### config.mk
export PLATFORM = sky130hd
export DESIGN_NAME = typed_list_frame_deframer
export DESIGN_NICKNAME = d
export VERILOG_FILES = /design/src/rtl/tlfd_pkg.sv /design/src/rtl/tlfd_size_lut.sv /design/src/rtl/tlfd_parser.sv /design/src/rtl/tlfd_out_buf.sv /design/src/rtl/typed_list_frame_deframer.sv
export VERILOG_INCLUDE_DIRS = /design/src /design/src/rtl
export SDC_FILE = /design/constraint.sdc
export NUM_CORES = 1
export LEC_CHECK = 0
export BUFFER_PORTS_ARGS = -buffer_cell sky130_fd_sc_hd__buf_2
export CORE_ASPECT_RATIO = 0.9
export CORE_MARGIN = 3
export CORE_UTILIZATION = 50
export DETAILED_ROUTE_END_ITERATION = 7
export PLACE_DENSITY = 0.68
export SKIP_CTS_REPAIR_TIMING = 1
export SLEW_MARGIN = 15
export SYNTH_ARGS = -nofsm -noshare
export SYNTH_HDL_FRONTEND = slang
export SYNTH_SLANG_ARGS = --single-unit
### constraint.sdc
create_clock -name clk -period 5.1 [get_ports clk]
set_clock_uncertainty 0.2 [all_clocks]
set_input_delay 0.765 -clock clk [delete_from_list [all_inputs] [get_ports clk]]
set_output_delay 0.765 -clock clk [all_outputs]
set_load 0.05 [all_outputs]
### src/rtl/assert_macros.svh
// Assertion macros included by typed_list_frame_deframer to check its own logic.
`ifndef ASSERT_MACROS_SVH
`define ASSERT_MACROS_SVH

// Condition must hold at every clock edge outside reset.
`define ASSERT_ALWAYS(lbl, cond, msg) \
  lbl: assert property (@(posedge clk) disable iff (!rst_n) (cond)) else $error(msg);

// Antecedent at one edge implies consequent at the same edge.
`define ASSERT_IMPLIES(lbl, ante, cons, msg) \
  lbl: assert property (@(posedge clk) disable iff (!rst_n) (ante) |-> (cons)) \
    else $error(msg);

// Antecedent at one edge implies consequent at the next edge.
`define ASSERT_NEXT(lbl, ante, cons, msg) \
  lbl: assert property (@(posedge clk) disable iff (!rst_n) (ante) |=> (cons)) \
    else $error(msg);

`endif

### src/rtl/tlfd_pkg.sv
// Types, codes and the fixed element size table of the typed list frame deframer.
package tlfd_pkg;

  localparam logic [2:0] PH_FRAME_HI = 3'd0;
  localparam logic [2:0] PH_FRAME_LO = 3'd1;
  localparam logic [2:0] PH_LIST_HI  = 3'd2;
  localparam logic [2:0] PH_LIST_LO  = 3'd3;
  localparam logic [2:0] PH_PAYLOAD  = 3'd4;
  localparam logic [2:0] PH_ERROR    = 3'd5;

  localparam logic [1:0] ROLE_FRAME_HDR = 2'd0;
  localparam logic [1:0] ROLE_LIST_HDR  = 2'd1;
  localparam logic [1:0] ROLE_PAYLOAD   = 2'd2;
  localparam logic [1:0] ROLE_DISCARD   = 2'd3;

  localparam logic [1:0] ERR_NONE      = 2'd0;
  localparam logic [1:0] ERR_BAD_MAGIC = 2'd1;
  localparam logic [1:0] ERR_BAD_TYPE  = 2'd2;

  localparam logic [11:0] FRAME_MAGIC = 12'hAAA;

  localparam logic [5:0] MAX_TYPE      = 6'd20;
  localparam logic [5:0] TYPE_PLAYER   = 6'd7;
  localparam logic [5:0] TYPE_COIN     = 6'd9;
  localparam logic [5:0] TYPE_OBSTACLE = 6'd10;
  localparam logic [5:0] TYPE_START    = 6'd14;
  localparam logic [5:0] TYPE_END      = 6'd20;

  localparam logic [1:0] CFG_PLAYER   = 2'd0;
  localparam logic [1:0] CFG_COIN     = 2'd1;
  localparam logic [1:0] CFG_OBSTACLE = 2'd2;

  localparam logic [7:0] PLAYER_RESET   = 8'd24;
  localparam logic [7:0] COIN_RESET     = 8'd16;
  localparam logic [7:0] OBSTACLE_RESET = 8'd24;

  typedef struct packed {
    logic [7:0] player;
    logic [7:0] coin;
    logic [7:0] obstacle;
  } tlfd_cfg_t;

  typedef struct packed {
    logic       end_seen;
    logic       start_seen;
    logic [1:0] error_code;
    logic       frame_last;
    logic       list_last;
    logic       element_last;
    logic [9:0] element_index;
    logic [5:0] list_type;
    logic [1:0] byte_role;
    logic [7:0] byte_value;
  } tlfd_result_t;

  typedef struct packed {
    logic [2:0] phase;
    logic [1:0] error;
  } tlfd_status_t;

  // Fixed bytes per element; configurable and unknown types give zero here.
  function automatic logic [7:0] fixed_size(input logic [5:0] type_code);
    logic [7:0] sz;
    case (type_code)
      6'd1:    sz = 8'd4;
      6'd2:    sz = 8'd8;
      6'd3:    sz = 8'd1;
      6'd4:    sz = 8'd8;
      6'd5:    sz = 8'd4;
      6'd6:    sz = 8'd2;
      6'd8:    sz = 8'd20;
      6'd12:   sz = 8'd4;
      6'd13:   sz = 8'd1;
      6'd16:   sz = 8'd4;
      6'd17:   sz = 8'd8;
      6'd19:   sz = 8'd4;
      default: sz = 8'd0;
    endcase
    return sz;
  endfunction

endpackage

### src/rtl/tlfd_size_lut.sv
// Element size lookup: fixed table plus the three configurable record sizes.
module tlfd_size_lut import tlfd_pkg::*; (
  input  tlfd_cfg_t  cfg,
  input  logic [5:0] type_code,
  output logic [7:0] elem_size
);

  always_comb begin
    case (type_code)
      TYPE_PLAYER:   elem_size = cfg.player;
      TYPE_COIN:     elem_size = cfg.coin;
      TYPE_OBSTACLE: elem_size = cfg.obstacle;
      default:       elem_size = fixed_size(type_code);
    endcase
  end

endmodule

### src/rtl/tlfd_parser.sv
// Frame parser: parse state registers and the per-byte tagging logic.
module tlfd_parser import tlfd_pkg::*; (
  input  logic         clk,
  input  logic         rst_n,
  input  logic         in_fire,
  input  logic [7:0]   in_byte,
  input  tlfd_cfg_t    cfg,
  output tlfd_result_t res,
  output tlfd_status_t status
);

  logic [2:0] phase_r, phase_nxt;
  logic [3:0] lists_left_r, lists_left_nxt;
  logic [7:0] held_r, held_nxt;
  logic [5:0] cur_type_r, cur_type_nxt;
  logic [9:0] elems_left_r, elems_left_nxt;
  logic [9:0] elem_cnt_r, elem_cnt_nxt;
  logic [7:0] bie_r, bie_nxt;
  logic [1:0] err_r, err_nxt;
  logic       start_r, start_nxt;
  logic       end_r, end_nxt;

  logic [7:0] size_new, size_cur;
  logic [9:0] list_cnt;
  logic [5:0] hdr_type;
  logic [8:0] pos;
  logic [9:0] elems_dec;
  logic [3:0] lists_dec;

  assign list_cnt  = {held_r, in_byte[7:6]};
  assign hdr_type  = in_byte[5:0];
  assign pos       = {1'b0, bie_r} + 9'd1;
  assign elems_dec = elems_left_r - 10'd1;
  assign lists_dec = lists_left_r - 4'd1;

  tlfd_size_lut u_size_new (.cfg(cfg), .type_code(hdr_type),   .elem_size(size_new));
  tlfd_size_lut u_size_cur (.cfg(cfg), .type_code(cur_type_r), .elem_size(size_cur));

  always_comb begin
    phase_nxt      = phase_r;
    lists_left_nxt = lists_left_r;
    held_nxt       = held_r;
    cur_type_nxt   = cur_type_r;
    elems_left_nxt = elems_left_r;
    elem_cnt_nxt   = elem_cnt_r;
    bie_nxt        = bie_r;
    err_nxt        = err_r;
    start_nxt      = start_r;
    end_nxt        = end_r;

    res               = '0;
    res.byte_value    = in_byte;
    res.byte_role     = ROLE_DISCARD;

    unique case (phase_r)
      PH_FRAME_HI: begin
        res.byte_role = ROLE_FRAME_HDR;
        held_nxt      = in_byte;
        phase_nxt     = PH_FRAME_LO;
      end
      PH_FRAME_LO: begin
        res.byte_role = ROLE_FRAME_HDR;
        if ({held_r, in_byte[7:4]} != FRAME_MAGIC) begin
          err_nxt   = ERR_BAD_MAGIC;
          phase_nxt = PH_ERROR;
        end else begin
          lists_left_nxt = in_byte[3:0];
          if (in_byte[3:0] == 4'd0) begin
            res.frame_last = 1'b1;
            phase_nxt      = PH_FRAME_HI;
          end else begin
            phase_nxt = PH_LIST_HI;
          end
        end
      end
      PH_LIST_HI: begin
        res.byte_role = ROLE_LIST_HDR;
        held_nxt      = in_byte;
        phase_nxt     = PH_LIST_LO;
      end
      PH_LIST_LO: begin
        res.byte_role = ROLE_LIST_HDR;
        res.list_type = hdr_type;
        if (hdr_type > MAX_TYPE) begin
          err_nxt   = ERR_BAD_TYPE;
          phase_nxt = PH_ERROR;
        end else begin
          cur_type_nxt = hdr_type;
          if (list_cnt != 10'd0) begin
            if (hdr_type == TYPE_START) start_nxt = 1'b1;
            if (hdr_type == TYPE_END)   end_nxt   = 1'b1;
          end
          if (list_cnt == 10'd0 || size_new == 8'd0) begin
            // an empty list or a list of zero-size elements completes on its own header
            res.list_last  = 1'b1;
            lists_left_nxt = lists_dec;
            if (lists_dec == 4'd0) begin
              res.frame_last = 1'b1;
              phase_nxt      = PH_FRAME_HI;
            end else begin
              phase_nxt = PH_LIST_HI;
            end
          end else begin
            elems_left_nxt = list_cnt;
            elem_cnt_nxt   = 10'd0;
            bie_nxt        = 8'd0;
            phase_nxt      = PH_PAYLOAD;
          end
        end
      end
      PH_PAYLOAD: begin
        res.byte_role     = ROLE_PAYLOAD;
        res.list_type     = cur_type_r;
        res.element_index = elem_cnt_r;
        if (pos >= {1'b0, size_cur}) begin
          res.element_last = 1'b1;
          bie_nxt          = 8'd0;
          elem_cnt_nxt     = elem_cnt_r + 10'd1;
          elems_left_nxt   = elems_dec;
          if (elems_dec == 10'd0) begin
            res.list_last  = 1'b1;
            lists_left_nxt = lists_dec;
            if (lists_dec == 4'd0) begin
              res.frame_last = 1'b1;
              phase_nxt      = PH_FRAME_HI;
            end else begin
              phase_nxt = PH_LIST_HI;
            end
          end
        end else begin
          bie_nxt = pos[7:0];
        end
      end
      PH_ERROR: begin
        phase_nxt = PH_ERROR;
      end
      default: begin
        phase_nxt = PH_ERROR;
      end
    endcase

    res.error_code = err_nxt;
    res.start_seen = start_nxt;
    res.end_seen   = end_nxt;
  end

  always_ff @(posedge clk) begin
    if (!rst_n) begin
      phase_r      <= PH_FRAME_HI;
      lists_left_r <= 4'd0;
      held_r       <= 8'd0;
      cur_type_r   <= 6'd0;
      elems_left_r <= 10'd0;
      elem_cnt_r   <= 10'd0;
      bie_r        <= 8'd0;
      err_r        <= ERR_NONE;
      start_r      <= 1'b0;
      end_r        <= 1'b0;
    end else if (in_fire) begin
      phase_r      <= phase_nxt;
      lists_left_r <= lists_left_nxt;
      held_r       <= held_nxt;
      cur_type_r   <= cur_type_nxt;
      elems_left_r <= elems_left_nxt;
      elem_cnt_r   <= elem_cnt_nxt;
      bie_r        <= bie_nxt;
      err_r        <= err_nxt;
      start_r      <= start_nxt;
      end_r        <= end_nxt;
    end
  end

  assign status.phase = phase_r;
  assign status.error = err_r;

endmodule

### src/rtl/tlfd_out_buf.sv
// Result register with a skid slot, so a stalled receiver does not stop intake at once.
module tlfd_out_buf import tlfd_pkg::*; (
  input  logic         clk,
  input  logic         rst_n,
  input  logic         push,
  input  tlfd_result_t push_data,
  output logic         can_push,
  output logic         out_valid,
  input  logic         out_ready,
  output tlfd_result_t out_data
);

  logic         main_valid_r, main_valid_nxt;
  logic         skid_valid_r, skid_valid_nxt;
  tlfd_result_t main_r, main_nxt;
  tlfd_result_t skid_r, skid_nxt;
  logic         pop;

  assign pop      = main_valid_r & out_ready;
  assign can_push = ~skid_valid_r;

  always_comb begin
    main_valid_nxt = main_valid_r;
    skid_valid_nxt = skid_valid_r;
    main_nxt       = main_r;
    skid_nxt       = skid_r;
    if (pop) begin
      if (skid_valid_r) begin
        main_nxt       = skid_r;
        skid_valid_nxt = 1'b0;
      end else begin
        main_valid_nxt = push;
        main_nxt       = push_data;
      end
    end else if (push) begin
      if (!main_valid_r) begin
        main_valid_nxt = 1'b1;
        main_nxt       = push_data;
      end else begin
        skid_valid_nxt = 1'b1;
        skid_nxt       = push_data;
      end
    end
  end

  always_ff @(posedge clk) begin
    if (!rst_n) begin
      main_valid_r <= 1'b0;
      skid_valid_r <= 1'b0;
    end else begin
      main_valid_r <= main_valid_nxt;
      skid_valid_r <= skid_valid_nxt;
    end
  end

  always_ff @(posedge clk) begin
    main_r <= main_nxt;
    skid_r <= skid_nxt;
  end

  assign out_valid = main_valid_r;
  assign out_data  = main_r;

endmodule

### src/rtl/typed_list_frame_deframer.sv
// Top level of the typed list frame deframer: config registers, parser and result buffer.
//
// Usage:
//   in_*  : one received byte per transfer in in_tdata[7:0].
//   out_* : one tagged result per input byte. out_tuser carries the byte role,
//           out_tlast marks the byte that completes a frame.
//   cfg_* : register write channel, always ready; index 0 player record size,
//           1 coin record size, 2 obstacle record size, index 3 is ignored.
//           Write only while no result is pending.
// Result: each byte's tag lands in the output register, or in the skid slot while
//   that holds an untaken result. Throughput: one byte per cycle while in_tready
//   is high; the parse state is updated by one pass of short logic per byte.
// Stall: a two-entry result buffer (output register plus skid slot) keeps
//   in_tready high until both entries hold untaken results; then intake holds
//   until out_tready takes one.
// Reset (rst_n low, synchronous): drop buffered results, return to the frame
//   header, clear the error and the start and end flags, reload record sizes.
// A bad magic or a type above 20 sticks in the error state until reset; all
//   later bytes come out with the discarded role.
module typed_list_frame_deframer import tlfd_pkg::*; (
  input  logic        clk,
  input  logic        rst_n,
  // in_tdata: [7:0] rx_byte
  input  logic        in_tvalid,
  output logic        in_tready,
  input  logic [7:0]  in_tdata,
  // out_tdata: [7:0] byte_value, [13:8] list_type, [23:14] element_index,
  //   [24] element_last, [25] list_last, [27:26] error_code, [28] start_seen,
  //   [29] end_seen, [31:30] zero
  output logic        out_tvalid,
  input  logic        out_tready,
  output logic [31:0] out_tdata,
  // out_tuser: [1:0] byte_role
  output logic [1:0]  out_tuser,
  // out_tlast: frame_last
  output logic        out_tlast,
  input  logic        cfg_valid,
  output logic        cfg_ready,
  input  logic [1:0]  cfg_index,
  input  logic [7:0]  cfg_data
);

`include "assert_macros.svh"

  tlfd_cfg_t    cfg_r, cfg_nxt;
  tlfd_result_t res, out_res;
  tlfd_status_t status;
  logic         in_fire;
  logic         can_push;

  // Config registers: always ready, unknown index is ignored.
  assign cfg_ready = 1'b1;

  always_comb begin
    cfg_nxt = cfg_r;
    if (cfg_valid) begin
      unique case (cfg_index)
        CFG_PLAYER:   cfg_nxt.player   = cfg_data;
        CFG_COIN:     cfg_nxt.coin     = cfg_data;
        CFG_OBSTACLE: cfg_nxt.obstacle = cfg_data;
        default:      cfg_nxt          = cfg_r;
      endcase
    end
  end

  always_ff @(posedge clk) begin
    if (!rst_n) begin
      cfg_r.player   <= PLAYER_RESET;
      cfg_r.coin     <= COIN_RESET;
      cfg_r.obstacle <= OBSTACLE_RESET;
    end else begin
      cfg_r <= cfg_nxt;
    end
  end

  // Advance the parser on every input transfer the buffer has room for.
  assign in_tready = can_push;
  assign in_fire   = in_tvalid & in_tready;

  tlfd_parser u_parser (
    .clk     (clk),
    .rst_n   (rst_n),
    .in_fire (in_fire),
    .in_byte (in_tdata),
    .cfg     (cfg_r),
    .res     (res),
    .status  (status)
  );

  tlfd_out_buf u_out_buf (
    .clk       (clk),
    .rst_n     (rst_n),
    .push      (in_fire),
    .push_data (res),
    .can_push  (can_push),
    .out_valid (out_tvalid),
    .out_ready (out_tready),
    .out_data  (out_res)
  );

  // Pack the result fields onto the stream ports.
  assign out_tdata = {2'b00, out_res.end_seen, out_res.start_seen, out_res.error_code,
                      out_res.list_last, out_res.element_last, out_res.element_index,
                      out_res.list_type, out_res.byte_value};
  assign out_tuser = out_res.byte_role;
  assign out_tlast = out_res.frame_last;

  // A full buffer always presents a result.
  `ASSERT_IMPLIES(a_full_has_output, !in_tready, out_tvalid, "full buffer shows no result")
  // Every input transfer leaves a result to deliver.
  `ASSERT_NEXT(a_fire_gives_result, in_fire, out_tvalid, "input transfer left no result")
  // The error phase always carries a latched error code.
  `ASSERT_IMPLIES(a_error_phase_code, status.phase == PH_ERROR, status.error != ERR_NONE, "error phase without code")
  // A latched error never clears outside reset.
  `ASSERT_NEXT(a_error_sticky, status.error != ERR_NONE, $stable(status.error), "latched error changed")

endmodule

==> flow_summary.ini, run 1 <==
[die]
start_util_pct = 52.0
num_rows = 41
io_pins = 61
coreArea_sq_um = 14300
die_y_um = 122
die_w_um = 134
dieArea_sq_um = 16300

[global_route]
grt_pass1_vias = 5643
grtUsageTotal_pct = 23.1
grt_start_max_net_pins = 34
overflow = 0
grt_pass1_wl_um = 29600
antenna_found_initial = 0

[timing]
setup_viol = 0
rsz0062_at_grt = no
min_period_over_period_pct = 89.1
slew_headroom_pct = 29.1
fin_crit_ps = 4540
fin_setup_tns_ps = 0
slew_violations = 0
tightest_slew_ps = 1060
clock.fmax_ghz = 0.220
hold_viol = 0

[clock_tree]
cts_tree = done
cts.sinks = 150
htree_levels = 4
clk_pin_slew_ps = 60
insertion_delay_ps = 430
root_buffer = clkbuf_16
cts_buffer_depth = 2
cts_made_buffers = 17

[cells_and_area]
n_antenna_cell = 0
drive_gt1_share_pct = 18.3
layout_commonest_cell = nand2_1
nets = 843
syn2layout_area_growth_pct = 13.5
final_cell_mix = nand2_1 (89), dfxtp_1 (84), nor2_1 (83)
design_area_sq_um = 8420

[detailed_routing]
vias = 6029
drtIter0Drc = 598
avgRoutedWirePerCell_um = 18.2
first_pass_iters = 7
totalWireLength_um = 18300
via_per_inst = 6.01
ant_nets = 0
drc_errors = 0

[power]
p_leak_nw = 3.32
finalPower_w = 0.00293
irDropWorstVdd_v = 0.000249
power.density_nw_per_um2 = 347

[worst_setup_path]
crit_fanout = 9
crit_type = flip-flop to flip-flop
slowest_stage = or4b_2
worstPathArrival_ps = 4710
critPathRequiredTime_ps = 5260
r2r_cells = 12
startpoint_type = flip-flop
critical_path.cell_chain = or4b_2 -> nor3b_2 -> a222oi_1 -> a21boi_0 -> ha_1 -> nand4_1 -> o31ai_1 -> a21oi_2 -> a21oi_1 -> o21ai_1 -> or3_1 -> a21oi_1
endpoint_kind = flip-flop
crit_top_cell = a21oi_1
cpPeakStageDelay_ps = 720

[synth]
netlist_area_sq_um = 7420
yosysWarnings = 0
synth_cells = 750
yosys-top-cells-area = edfxtp_1 (27%), dfxtp_1 (23%), nand2_1 (4.5%)
synth_cell_type_count = 87
async_flop_share_pct = 0
yosysTopAreaCellShare_pct = 26.7
yosys.area.top_type = edfxtp_1
synth_edf_count = 66
seq_area_frac_synth_pct = 49.4
synthFlopType = dfxtp_1
syn_area_per_cell_sq_um = 9.89
synth-seq-cells = 150

[min_path]
min_path_cells = 2
hold_class = flip-flop to flip-flop

[run_status]
status = complete, no violations

[run]
timing.max_cap.violations = 0

[placed_design]
gp_congestion = 0.988
placed_cell_area_sq_um = 7830
io_buffers = 57
dp_hpwl_um = 13000
per-stage QoR:
stage | instances | setup WS (ps) | hold WS, ps | utilization [%]
after global routing | 1003 | 261 | 305 | 59.1
after detailed placement | 971 | 706 | 275 | 54.9
after floorplan | 751 | 1080 | 250 | -
final | 1003 | 557 | 282 | 59.1
after global placement | 971 | 925 | 261 | 54.9
after CTS | 1003 | 667 | 284 | 59.1
report_power, final:
| group | internal (W) | leakage [nW] | switching, W |
|---|---|---|---|
| sequential | 0.00130 | 1.33 | 0.0000341 |
| clock | 0.000718 | 0.295 | 0.000542 |
| combinational | 0.0000888 | 1.69 | 0.000240 |
logic make-up after synthesis:
family | count (synthesis) | synth area share, %
AO/OA/AOI/OAI | 163 | 14.9
adder cells (fa/ha/maj) | 23 | 3.88
flip-flops | 150 | 49.4
AND/OR/NAND/NOR | 289 | 19.7
XOR/XNOR | 13 | 1.54
multiplexers | 47 | 6.68
buffers and inverters | 63 | 3.78
other | 2 | 0.101
final timing paths:
path	startpoint	end	slack, ps
setup / recovery	u_parser.cur_type_r[2]	u_parser.elem_cnt_r[4]	560
hold / removal	u_parser.held_r[4]	u_parser.held_r[4]	280
setup reg to reg	u_parser.cur_type_r[2]	u_parser.elem_cnt_r[4]	560
hold reg to reg	u_parser.held_r[4]	u_parser.held_r[4]	280
flip-flops by register name, indices dropped and copies added, names as in the netlist, named ones only:
name,count
u_parser.cur_type_r,6
u_out_buf.skid_valid_r,1
u_parser.elems_left_r,10
u_parser.held_r,8
u_parser.err_r,2
u_out_buf.out_data,33
u_parser.elem_cnt_r,10
cfg_r,24
u_parser.phase_r,3
u_parser.end_r,1
u_parser.start_r,1
u_parser.bie_r,8
u_out_buf.skid_r,33
u_out_buf.out_valid,1
u_parser.lists_left_r,4
area by class of cell:
type / count / area (sq um)
inverter: 24 / 90.1
multi-input combinational: 538 / 3490
sequential: 150 / 3660
tap: 193 / 241
timing repair buffer: 66 / 353
clock inverter: 13 / 134
fill: 1208 / 5840
clock buffer: 19 / 454
critical path: cells and delay by family, from the launching register on:
family	cells	cell delay, ps
and+or+nand+nor	4	1730
AOI/OAI and AO/OA	7	1860
adders and majority gates	1	350
DFF	1	340
layer usage:
metal  part of all wire [%]  track usage, %  up-vias
met5                      0               0        -
met4                    1.7            9.10        0
met3                    6.7            4.34       28
met2                     43            33.6      246
met1                     48            34.3     2917
li1                       -               -     2838
cell usage after synthesis, drive strengths merged (3+ instances only):
cell type  number
clkbuf         19
o211ai          5
or4             4
o21ai          37
mux2           20
and3           14
a21boi          7
a21oi          45
nor3           21
nor3b           5
ha             23
nand3b          5
buf            20
dfxtp          84
o221ai          3
nand4           5
a211oi          4
nand2b          8
or3             7
a21o            5
nand2          90
nor2b           5
a222oi          8
nor2           87
a31oi          10
nor4           10
a22o            3
o2111ai         4
edfxtp         66
nand3          18
mux2i          27
o31ai           5
inv            24
xnor2          11
o21a            4
(Power assumes the default switching activity.)
==> run 2, diff against run 1 <==
==> constraint.sdc (replaced) <==
create_clock -name clk -period 5.6 [get_ports clk]
set_clock_uncertainty 0.2 [all_clocks]
set_input_delay 0.84 -clock clk [delete_from_list [all_inputs] [get_ports clk]]
set_output_delay 0.84 -clock clk [all_outputs]
set_load 0.05 [all_outputs]
==> flow_summary.ini, run 2 (synthesis gave the netlist of run 1 again) <==
[timing]
slew_headroom_pct = 34.7
setup_viol = 0
rsz0062_at_grt = no
slew_violations = 0
clock.fmax_ghz = 0.227
tightest_slew_ps = 972
min_period_over_period_pct = 78.7
holdWs_ps = 282
fin_crit_ps = 4410
hold_viol = 0
fin_ws_ps = 1190
fin_setup_tns_ps = 0

[cells_and_area]
final_cell_mix = nand2_1 (89), dfxtp_1 (84), nor2_1 (83)
drive_gt1_share_pct = 17.9
layout_commonest_cell = nand2_1
n_antenna_cell = 0
nets = 841
syn2layout_area_growth_pct = 13.4

[power]
power.density_nw_per_um2 = 317
switching_share_pct = 27.4
irDropWorstVdd_v = 0.000223
p_leak_nw = 3.31
p_clk_share_pct = 43.1
p_int_w = 0.00194
p_sw_w = 0.000729
pwr-share-comb_pct = 11.1
seqPwrFrac_pct = 45.7
finalPower_w = 0.00266

[worst_setup_path]
startpoint_type = flip-flop
reg2reg_slack_ps = 1190
worstPathArrival_ps = 4560
cpPeakStageDelay_ps = 720
critical_path.cell_chain = or4b_2 -> nor3b_2 -> a222oi_1 -> a21boi_0 -> ha_1 -> nand4_1 -> o31ai_1 -> a21oi_2 -> a21oi_1 -> o21ai_1 -> or3_1 -> a21oi_1
r2r_cells = 12
slowest_stage = or4b_2
cp_top_family = compound AO/OA/AOI/OAI gates
endpoint_kind = flip-flop
crit_top_cell = a21oi_1
crit_cells = 12
crit_fanout = 9
path_buf_inv = 0
crit_type = flip-flop to flip-flop
critPathRequiredTime_ps = 5760

[min_path]
hold_class = flip-flop to flip-flop
min_path_cells = 2

[global_route]
grt_start_max_net_pins = 34
antenna_found_initial = 0
grt_pass1_vias = 5610
grt_pass1_wl_um = 29200
overflow = 0
grtUsageTotal_pct = 22.7

[detailed_routing]
ant_nets = 0
drtIter0Drc = 503
avgRoutedWirePerCell_um = 18.0
drc_errors = 0
via_per_inst = 5.97
totalWireLength_um = 18000
first_pass_iters = 7
vias = 5972

[clock_tree]
insertion_delay_ps = 430
root_buffer = clkbuf_16
cts_buffer_depth = 2
htree_levels = 4
cts_made_buffers = 17
cts_tree = done
clk_pin_slew_ps = 60
cts.sinks = 150

[die]
dieArea_sq_um = 16300
start_util_pct = 52.0
die_y_um = 122
die_w_um = 134
num_rows = 41
io_pins = 61
coreArea_sq_um = 14300

[placed_design]
dpl_worst_slack_ps = 1270
gp_congestion = 0.980
dp_hpwl_um = 12800
io_buffers = 57

[run]
timing.max_cap.violations = 0

[run_status]
status = complete, no violations
run 2: cell count changes in the layout (fill, tap and decap cells not counted), sizes merged:
| cell | before | now |
|---|---|---|
| clkbuf | 19 | 18 |
| bufinv | 1 | 2 |
| clkinv | 2 | 6 |
| buf | 66 | 64 |
| inv | 34 | 30 |
run 2: final cells by class:
cell class                      instances  area, sq um
Multi-Input combinational cell        538         3490
Tap cell                              193          241
Clock buffer                           18          429
Sequential cell                       150         3660
Inverter                               24         90.1
Clock inverter                         14          165
Fill cell                            1203         5850
Timing Repair Buffer                   64          338
run 2: worst paths after layout:
check                                             from                endpoint
worst max-delay path            u_parser.cur_type_r[2]  u_parser.elem_cnt_r[4]
worst min-delay path                 u_parser.err_r[1]       u_parser.err_r[1]
worst max register to register  u_parser.cur_type_r[2]  u_parser.elem_cnt_r[4]
worst min register to register       u_parser.err_r[1]       u_parser.err_r[1]
run 2: stage by stage:
stage | area, sq um | cells | utilization, %
after floorplan | 7420 | 751 | -
after global placement | 7820 | 969 | 54.8
after detailed placement | 7820 | 969 | 54.8
after CTS | 8410 | 1001 | 59.0
after global routing | 8410 | 1001 | 59.0
final | 8410 | 1001 | 59.0
run 2: routing by layer:
layer / up-vias / wire length, um / GRT usage, %
li1: 2836 / - / -
met1: 2854 / 8710 / 33.7
met2: 253 / 7730 / 33.2
met3: 29 / 1290 / 5.20
met4: 0 / 296 / 7.06
met5: - / 0 / 0
run 2: power groups by stage:
stage	Sequential (W)	Clock [W]	Combinational, W
3_5_place_dp	0.00124	0	0.000294
2_1_floorplan	0.00130	0	0.000161
5_1_grt	0.00122	0.00121	0.000321
4_1_cts	0.00122	0.00116	0.000296
6_report	0.00122	0.00115	0.000297
3_3_place_gp	0.00124	0	0.000289
run 2: worst reg2reg max path, stage by stage (launching register included):
cell      delay (ps)
dfxtp_1          330
or4b_2           720
nor3b_2          480
a222oi_1         220
a21boi_0         190
ha_1             330
nand4_1          110
o31ai_1          340
a21oi_2          170
a21oi_1          440
o21ai_1          250
or3_1            400
a21oi_1          140
==> run 3, diff against run 2 <==
==> constraint.sdc (replaced) <==
create_clock -name clk -period 4.15 [get_ports clk]
set_clock_uncertainty 0.2 [all_clocks]
set_input_delay 0.6225 -clock clk [delete_from_list [all_inputs] [get_ports clk]]
set_output_delay 0.6225 -clock clk [all_outputs]
set_load 0.05 [all_outputs]
==> flow_summary.ini, run 3 (synthesis gave the netlist of run 1 again) <==
[clock_tree]
cts.sinks = 150
root_buffer = clkbuf_16
clk_pin_slew_ps = 70
htree_levels = 4
cts_tree = done
insertion_delay_ps = 430
cts_made_buffers = 17
cts_buffer_depth = 2

[global_route]
grtUsageTotal_pct = 23.1
busiest_layer = met1
antenna_found_initial = 0
gr-usage-met3_pct = 4.95
use_met2_pct = 33.6
met1_usage_pct = 35.1
grt_start_max_net_pins = 51
grt_pass1_wl_um = 29600
overflow = 0
grt_pass1_vias = 5575

[power]
p_int_w = 0.00265
irDropWorstVdd_v = 0.000302
seqPwrFrac_pct = 45.2
switching_share_pct = 27.2
p_sw_w = 0.000990
finalPower_w = 0.00364
p_clk_share_pct = 43.6
p_leak_nw = 3.39
pwr-share-comb_pct = 11.2
power.density_nw_per_um2 = 425

[timing]
fin_crit_ps = 3910
fin_ws_ps = 239
tightest_slew_ps = 968
hold_viol = 0
min_period_over_period_pct = 94.2
setup_viol = 0
slew_headroom_pct = 35.0
rsz0062_at_grt = no
clock.fmax_ghz = 0.256
slew_violations = 0

[min_path]
hold_class = input port to flip-flop
min_path_cells = 3

[worst_setup_path]
r2r_cells = 14
reg2reg_slack_ps = 240
crit_type = flip-flop to flip-flop
critPathRequiredTime_ps = 4270
startpoint_type = flip-flop
crit_fanout = 7
worstPathArrival_ps = 4030
endpoint_kind = flip-flop

[cells_and_area]
nets = 853
n_antenna_cell = 0
final_cell_mix = nand2_1 (89), dfxtp_1 (84), nor2_1 (83)
post-route-util_pct = 59.9
drive_gt1_share_pct = 19.6
layout_commonest_cell = nand2_1
syn2layout_area_growth_pct = 15.3

[detailed_routing]
drc_errors = 0
avgRoutedWirePerCell_um = 18.2
drtIter0Drc = 524
ant_nets = 0
totalWireLength_um = 18500
vias = 5977
via_per_inst = 5.90
first_pass_iters = 7

[die]
coreArea_sq_um = 14300
start_util_pct = 52.0
dieArea_sq_um = 16300
die_y_um = 122
num_rows = 41
io_pins = 61
die_w_um = 134

[run]
timing.max_cap.violations = 0

[placed_design]
gp_congestion = 0.966
io_buffers = 57
dpl_worst_slack_ps = -126
dp_hpwl_um = 12900

[run_status]
status = complete, no violations
[run 3: path summary, 6_finish.rpt]
kind	startpoint	endpoint
setup reg to reg	u_parser.cur_type_r[2]	u_parser.lists_left_r[2]
setup / recovery	u_parser.cur_type_r[2]	u_parser.lists_left_r[2]
hold reg to reg	u_parser.held_r[5]	u_parser.held_r[5]
hold / removal	cfg_data[5]	cfg_r[5]
[run 3: layout make-up]
class                           instances  area (sq um)
Tap cell                              193           241
Clock buffer                           20           489
Multi-Input combinational cell        538          3510
Fill cell                            1203          5710
Sequential cell                       150          3660
Inverter                               24          90.1
Timing Repair Buffer                   76           428
Clock inverter                         12           126
[run 3: power groups by stage]
stage | sequential [W] | combinational, W | clock, W
floorplan | 0.00176 | 0.000218 | 0
global placement | 0.00167 | 0.000395 | 0
detailed placement | 0.00167 | 0.000403 | 0
CTS | 0.00164 | 0.000405 | 0.00160
global route | 0.00165 | 0.000439 | 0.00167
finish | 0.00164 | 0.000407 | 0.00159
[run 3: metal layers]
| layer | vias to the layer above | wire length (um) |
|---|---|---|
| met2 | 236 | 7940 |
| met4 | 0 | 163 |
| met5 | - | 0 |
| li1 | 2840 | - |
| met1 | 2885 | 9140 |
| met3 | 16 | 1240 |
[run 3: stage by stage]
step / area (sq um) / TNS [ps] / hold slack, ps / std cells
4_1_cts: 8500 / -574 / 237 / 1010
5_1_grt: 8550 / 0 / 242 / 1013
3_3_place_gp: 7890 / 0 / 259 / 978
2_1_floorplan: 7420 / 0 / 250 / 751
6_report: 8550 / 0 / 258 / 1013
3_5_place_dp: 7890 / -523 / 284 / 978
[run 3: critical path: stages, from the launching register on]
cell and delay (ps):
dfxtp_1 340, or4b_4 590, nor3b_4 280, buf_4 190, a222oi_1 100, a21boi_0 150, ha_1 320, a211oi_1 80
o31ai_2 210, a21oi_2 80, buf_4 170, o41a_1 490, nor3_4 250, o21ai_1 130, a31o_1 230
